===== src/hdl/vpgm_pkg.sv =====
// Shared constants and types for the VAD pad and gap merge mask unit.
package vpgm_pkg;

  localparam int unsigned CFG_W   = 6;
  localparam int unsigned CFG_IDX_W = 2;

  typedef enum logic [CFG_IDX_W-1:0] {
    CFG_LEAD_PAD  = 2'd0,
    CFG_TAIL_PAD  = 2'd1,
    CFG_MERGE_GAP = 2'd2
  } cfg_idx_e;

  typedef struct packed {
    logic [CFG_W-1:0] lead_pad;
    logic [CFG_W-1:0] tail_pad;
    logic [CFG_W-1:0] merge_gap;
  } cfg_t;

  typedef struct packed {
    logic masked;
    logic center_speech;
  } verdict_t;

endpackage


===== src/hdl/vad_pad_and_gap_merge_mask_unit.sv =====
// Top level of the VAD pad and gap merge mask unit.
// Takes one voice-activity flag a beat and answers for the frame WINDOW beats back: one
// frame a cycle sustained while m_axis_tready holds, result registered when the beat is
// taken; the first WINDOW beats after reset give no result. The answer comes from a chain
// of WINDOW+1 cells that shift once per accepted beat, each carrying its flag, the
// distance to the nearest earlier speech and the distance to the nearest later speech; a single
// output register holds the result until it is taken. Drain the tail with non-speech frames.
module vad_pad_and_gap_merge_mask_unit #(
  parameter int unsigned WINDOW = 64
) (
  input  logic                        clk_i,
  input  logic                        rst_ni,
  input  logic                        cfg_we_i,
  input  logic [vpgm_pkg::CFG_IDX_W-1:0] cfg_idx_i,
  input  logic [vpgm_pkg::CFG_W-1:0]  cfg_data_i,
  input  logic                        s_axis_tvalid,
  output logic                        s_axis_tready,
  input  logic [7:0]                  s_axis_tdata,   // [0] is_speech
  output logic                        m_axis_tvalid,
  input  logic                        m_axis_tready,
  output logic [7:0]                  m_axis_tdata    // [0] masked, [1] center_speech
);
  import vpgm_pkg::*;

  localparam int unsigned DW = $clog2(WINDOW + 1);
  localparam int unsigned NW = $clog2(WINDOW + 2);

  cfg_t          cfg_q;
  logic [NW-1:0] seen_q, seen_d;
  logic          accept, fire;
  logic          out_valid_q;
  verdict_t      out_q, verdict;

  logic          flag   [WINDOW+1];
  logic [DW-1:0] back   [WINDOW+1];
  logic [DW-1:0] ahead  [WINDOW+1];
  logic [DW-1:0] ahead_d[WINDOW+1];
  logic [DW-1:0] back_in;
  logic          new_speech;

  assign new_speech    = s_axis_tdata[0];
  assign s_axis_tready = !out_valid_q || m_axis_tready;
  assign accept        = s_axis_tvalid && s_axis_tready;
  assign fire          = accept && (seen_q >= NW'(WINDOW));

  always_ff @(posedge clk_i or negedge rst_ni) begin
    if (!rst_ni) begin
      cfg_q <= '0;
    end else if (cfg_we_i) begin
      case (cfg_idx_i)
        CFG_LEAD_PAD:  cfg_q.lead_pad  <= cfg_data_i;
        CFG_TAIL_PAD:  cfg_q.tail_pad  <= cfg_data_i;
        CFG_MERGE_GAP: cfg_q.merge_gap <= cfg_data_i;
        default: ;
      endcase
    end
  end

  always_comb begin
    seen_d = seen_q;
    if (accept && seen_q <= NW'(WINDOW)) begin
      seen_d = seen_q + NW'(1);
    end
  end

  always_ff @(posedge clk_i or negedge rst_ni) begin
    if (!rst_ni) begin
      seen_q <= '0;
    end else begin
      seen_q <= seen_d;
    end
  end

  always_comb begin
    if (flag[0]) begin
      back_in = DW'(1);
    end else if (back[0] == '0 || back[0] == DW'(WINDOW)) begin
      back_in = '0;
    end else begin
      back_in = back[0] + DW'(1);
    end
  end

  for (genvar k = 0; k <= WINDOW; k++) begin : g_cell
    vpgm_cell #(
      .DW (DW),
      .POS(k)
    ) u_cell (
      .clk_i       (clk_i),
      .rst_ni      (rst_ni),
      .shift_i     (accept),
      .new_speech_i(new_speech),
      .prev_flag_i ((k == 0) ? new_speech : flag[(k == 0) ? 0 : k-1]),
      .prev_back_i ((k == 0) ? back_in : back[(k == 0) ? 0 : k-1]),
      .prev_ahead_i((k == 0) ? '0 : ahead[(k == 0) ? 0 : k-1]),
      .flag_o      (flag[k]),
      .back_o      (back[k]),
      .ahead_o     (ahead[k]),
      .ahead_d_o   (ahead_d[k])
    );
  end

  vpgm_decide #(
    .DW(DW)
  ) u_decide (
    .center_flag_i(flag[WINDOW-1]),
    .back_i       (back[WINDOW-1]),
    .ahead_i      (ahead_d[WINDOW]),
    .cfg_i        (cfg_q),
    .verdict_o    (verdict)
  );

  always_ff @(posedge clk_i or negedge rst_ni) begin
    if (!rst_ni) begin
      out_valid_q <= 1'b0;
    end else if (fire) begin
      out_valid_q <= 1'b1;
    end else if (m_axis_tready) begin
      out_valid_q <= 1'b0;
    end
  end

  always_ff @(posedge clk_i) begin
    if (fire) begin
      out_q <= verdict;
    end
  end

  assign m_axis_tvalid = out_valid_q;
  assign m_axis_tdata  = {6'b0, out_q.center_speech, out_q.masked};

endmodule


===== src/hdl/vpgm_cell.sv =====
// One frame cell of the history chain: flag, distance back and distance ahead to speech.
module vpgm_cell #(
  parameter int unsigned DW  = 7,
  parameter int unsigned POS = 0
) (
  input  logic          clk_i,
  input  logic          rst_ni,
  input  logic          shift_i,
  input  logic          new_speech_i,
  input  logic          prev_flag_i,
  input  logic [DW-1:0] prev_back_i,
  input  logic [DW-1:0] prev_ahead_i,
  output logic          flag_o,
  output logic [DW-1:0] back_o,
  output logic [DW-1:0] ahead_o,
  output logic [DW-1:0] ahead_d_o
);

  logic          flag_q;
  logic [DW-1:0] back_q;
  logic [DW-1:0] ahead_q, ahead_d;

  always_comb begin
    if (prev_ahead_i != '0) begin
      ahead_d = prev_ahead_i;
    end else if (new_speech_i) begin
      ahead_d = DW'(POS);
    end else begin
      ahead_d = '0;
    end
  end

  always_ff @(posedge clk_i or negedge rst_ni) begin
    if (!rst_ni) begin
      flag_q  <= 1'b0;
      back_q  <= '0;
      ahead_q <= '0;
    end else if (shift_i) begin
      flag_q  <= prev_flag_i;
      back_q  <= prev_back_i;
      ahead_q <= ahead_d;
    end
  end

  assign flag_o    = flag_q;
  assign back_o    = back_q;
  assign ahead_o   = ahead_q;
  assign ahead_d_o = ahead_d;

endmodule


===== src/hdl/vpgm_decide.sv =====
// Mask decision for the centre frame from its distances to speech on either side.
module vpgm_decide #(
  parameter int unsigned DW = 7
) (
  input  logic              center_flag_i,
  input  logic [DW-1:0]     back_i,
  input  logic [DW-1:0]     ahead_i,
  input  vpgm_pkg::cfg_t    cfg_i,
  output vpgm_pkg::verdict_t verdict_o
);
  import vpgm_pkg::*;

  localparam int unsigned CW = ((DW > CFG_W) ? DW : CFG_W) + 1;

  logic [CW-1:0] back_x, ahead_x, gap;
  logic          back_hit, ahead_hit, keep_pad, keep_merge;

  always_comb begin
    back_x     = CW'(back_i);
    ahead_x    = CW'(ahead_i);
    back_hit   = back_i != '0;
    ahead_hit  = ahead_i != '0;
    gap        = back_x + ahead_x - CW'(1);
    keep_pad   = (back_hit && back_x <= CW'(cfg_i.tail_pad)) ||
                 (ahead_hit && ahead_x <= CW'(cfg_i.lead_pad));
    keep_merge = back_hit && ahead_hit && gap <= CW'(cfg_i.merge_gap);
    verdict_o.center_speech = center_flag_i;
    verdict_o.masked        = !center_flag_i && !keep_pad && !keep_merge;
  end

endmodule


===== config.mk =====
export PLATFORM = sky130hd
export DESIGN_NAME = vad_pad_and_gap_merge_mask_unit
export DESIGN_NICKNAME = d
export VERILOG_FILES = /design/src/hdl/vpgm_pkg.sv /design/src/hdl/vad_pad_and_gap_merge_mask_unit.sv /design/src/hdl/vpgm_cell.sv /design/src/hdl/vpgm_decide.sv
export SDC_FILE = /design/constraint.sdc
export NUM_CORES = 2
export LEC_CHECK = 0
export BUFFER_PORTS_ARGS = -buffer_cell sky130_fd_sc_hd__buf_2
export CELL_PAD_IN_SITES_DETAIL_PLACEMENT = 1
export CELL_PAD_IN_SITES_GLOBAL_PLACEMENT = 1
export CORE_MARGIN = 3
export CORE_UTILIZATION = 53
export CTS_BUF_LIST = sky130_fd_sc_hd__clkbuf_8 sky130_fd_sc_hd__clkbuf_16
export DETAILED_ROUTE_END_ITERATION = 10
export PLACE_DENSITY_LB_ADDON = 0.1
export RECOVER_POWER = 25
export SKIP_CTS_REPAIR_TIMING = 1
export SLEW_MARGIN = 40
export SYNTH_ARGS = -nofsm -noshare
export SYNTH_HDL_FRONTEND = slang
export SYNTH_SLANG_ARGS = --single-unit

===== constraint.sdc =====
create_clock -name clk_i -period 4.55 [get_ports clk_i]
set_input_delay 0.91 -clock clk_i [delete_from_list [all_inputs] [get_ports clk_i]]
set_output_delay 0.91 -clock clk_i [all_outputs]
set_load 0.05 [all_outputs]

==> results.md <==
- Outcome: finished, violations left
- Failing checks: capacitance limit, slew limit
- # DRC: 0
- Worst Setup Start Kind: flip-flop
- Synth warnings: 0
- Clock Latency Late Sink: 0.63 ns
- Area Overhead vs Synth: 10.77%
- Iteration-0 DRC Markers: 1215
- CTS HTree Levels: 3
- Maximum VDD drop: 0.0003433 V
- Sequential power share: 50.7%
- Nets: 3687
- Setup TNS: 0 ns
- Cell Pwr Density: 513.7 nW/µm²
- Root Buffer: clkbuf_16
- Detailed placement HPWL: 42.96 mm
- Clock skew: 0.02177 ns
- Post-route insts no fill: 4536
- Largest net degree at the start of global routing: 143
- Ports: 31
- Syn Area/Cell: 9.237 µm²
- Crit path required time: between 4 and 5 ns
- CP endpoint kind: flip-flop
- Register bit total from synthesis: 859
- CP max FO: 4
- ANT nets after route: 0
- Initial antenna violation count: 1
- Row count: a little over 90
- Die Width: 258.7 µm
- Cell count after synthesis: 3665
- Measured slew at the worst slew-check pin: 2.623 ns
- Share of layout cells above drive strength 1: under 10%
- RePlAce Congestion: 0.7847
- Worst-path clk slew: 0.06 ns
- Wire per inst: 15.77 µm
- Die Ht: 258.7 µm
- Drt pass-1 iters: 4
- Relative slew slack: -74.84%
- Power share of the combinational group: 12.8%
- Synth Flop Type: dfrtp_1
- WHS: approximately 0.23 ns
- Leakage power: slightly above 20 nW
- Final setup margin: between 1 and 1.5 ns
- Worst Path Class, Setup: flip-flop to flip-flop
- Die Area: 66950 µm²
- Vias in the first global route: between 20000 and 30000
- CP arrival: 3.63 ns
- All-Layer GR Usage: 22.13%
- Most frequent cells in the layout: nand2_1 (2062), dfrtp_1 (857), o22a_1 (120)
- Max Slew Vio Count: 248
- Core area: 63080 µm²
- Vias: 24000
- CTS Buffer Depth: 3
- Fin crit share: between 70 and 80%
- TritonCTS clock tree: done
- Most common cell after layout, fill and taps aside: nand2_1
- Tmin final: 3.259 ns
- Post-synthesis sequential area ratio: approximately 64%
- Clock Power Share: 36.5%
- FMAX: a little over 300 MHz
- FFs w/ async S/R, synth: 99.77%
- Mapped Area: 33850 µm²
- P_sw: approximately 5.4 mW
- Vias/cell: 5.291
- First-pass GRT wire length: 125.4 mm
- Final setup fails: 0
- Synth unique cells: 47
- Global route overflow: 0
- Post-placement setup slack: 1.256 ns
- WL final: 71.55 mm
- # diodes: 0
- Worst hold path type: input port to async pin
- Placed cell count: between 4000 and 5000
- Switching share of power: 28.04%
- RSZ-0062 raised after global routing: false
- Number of synthesized flops with an enable pin: 2
- Filler cells: 7119
- P_int: 13.86 mW
- Starting Density: 53.67%
- Inserted Clock Buffers: between 80 and 90
- CTS Sinks: 859
- Max cap viols: 3
- Final hold vios: 0
- Port Buffers: 17
==> power by group through the flow <==
stage | clock (mW) | combinational [mW] | sequential, mW
floorplan | 0 | 1.83 | 9.59
global placement | 0 | 2.29 | 9.81
detailed placement | 0 | 2.51 | 9.89
CTS | 7.22 | 2.54 | 9.78
finish | 7.02 | 2.47 | 9.77
global route | 7.54 | 2.87 | 9.95
==> worst paths after layout <==
check	startpoint	end	slack [ns]	cells past startpoint
worst max-delay path	g_cell[63].u_cell.ahead_o[1]	m_axis_tdata[0]	1.29	12
worst min-delay path	rst_ni	g_cell[50].u_cell.back_o[1]	0.23	1
worst max register to register	g_cell[63].u_cell.ahead_o[1]	m_axis_tdata[0]	1.29	12
worst min register to register	g_cell[34].u_cell.back_o[0]	g_cell[35].u_cell.back_o[0]	0.46	2
max in group asynchronous	rst_ni	g_cell[54].u_cell.ahead_o[3]	1.37	2
min in group clk_i	g_cell[34].u_cell.back_o[0]	g_cell[35].u_cell.back_o[0]	0.46	2
==> final cells by class <==
type | count | area (µm²) | area share, %
Multi-Input combinational cell | 2572 | 11340 | 30.24
Clock buffer | 110 | 2516 | 6.710
Clock inverter | 41 | 307.8 | 0.8208
Timing Repair Buffer | 60 | 591.8 | 1.578
Sequential cell | 859 | 21510 | 57.35
Tap cell | 846 | 1059 | 2.823
Inverter | 48 | 180.2 | 0.4804
==> per-layer routing <==
| layer | global-route usage, % | vias up | part of all wire [%] |
|---|---|---|---|
| li1 | - | 11490 | - |
| met1 | 28.48 | 12220 | 44 |
| met2 | 39.78 | 181 | 52 |
| met3 | 2.726 | 105 | 2.3 |
| met4 | 5.841 | 0 | 2.0 |
| met5 | 0 | - | 0 |
==> registers in the layout, indices dropped and copies added (netlist names) <==
signal                 cells
cfg_q                     18
g_cell.u_cell.ahead_o    320
g_cell.u_cell.back_o     448
g_cell.u_cell.flag_o      63
m_axis_tdata               2
m_axis_tvalid              1
seen_q                     7
==> stage by stage <==
step	util [%]	area (µm²)	power, mW
CTS	59.54	37560	19.54
global placement	55.04	34720	12.10
finish	59.45	37500	19.26
global route	59.45	37500	20.36
detailed placement	55.06	34730	12.39
floorplan	-	33870	11.42
==> worst max-delay path: stages, from the launching register on <==
cell and delay, ns:
dfrtp_1 0.39, inv_1 0.09, ha_1 0.28, inv_1 0.04
ha_1 0.24, fa_1 0.45, a21o_2 0.24, a21oi_1 0.19
xnor2_1 0.10, ha_1 0.20, nor4_1 0.37, nor2_1 0.09
o311a_1 0.31
==> cell usage after synthesis (7+ instances only) <==
cell	count	area share, %
nand2_1	2063	23
dfrtp_1	857	63
o22a_1	120	3.1
buf_2	101	1.5
o21ai_0	89	1.3
clkbuf_1	70	0.78
nor2_1	51	0.57
inv_1	48	0.53
nor4_1	44	0.81
nand3_1	37	0.55
ha_1	35	1.3
a21oi_1	21	0.31
nor3_1	17	0.25
buf_1	14	0.16
mux2_2	13	0.43
or4b_1	11	0.33
xnor2_1	8	0.21
nand2b_1	7	0.13
==> kinds of logic after synthesis <==
kind of cell	after synthesis	synth area share, %
other	1	0.01108
flip-flops	859	63.52
adder cells (fa/ha/maj)	36	1.353
AND/OR/NAND/NOR	2257	26.11
buffers and inverters	239	3.090
XOR/XNOR	12	0.3104
AO/OA/AOI/OAI	248	5.167
multiplexers	13	0.4324
(Power assumes the default switching activity.)
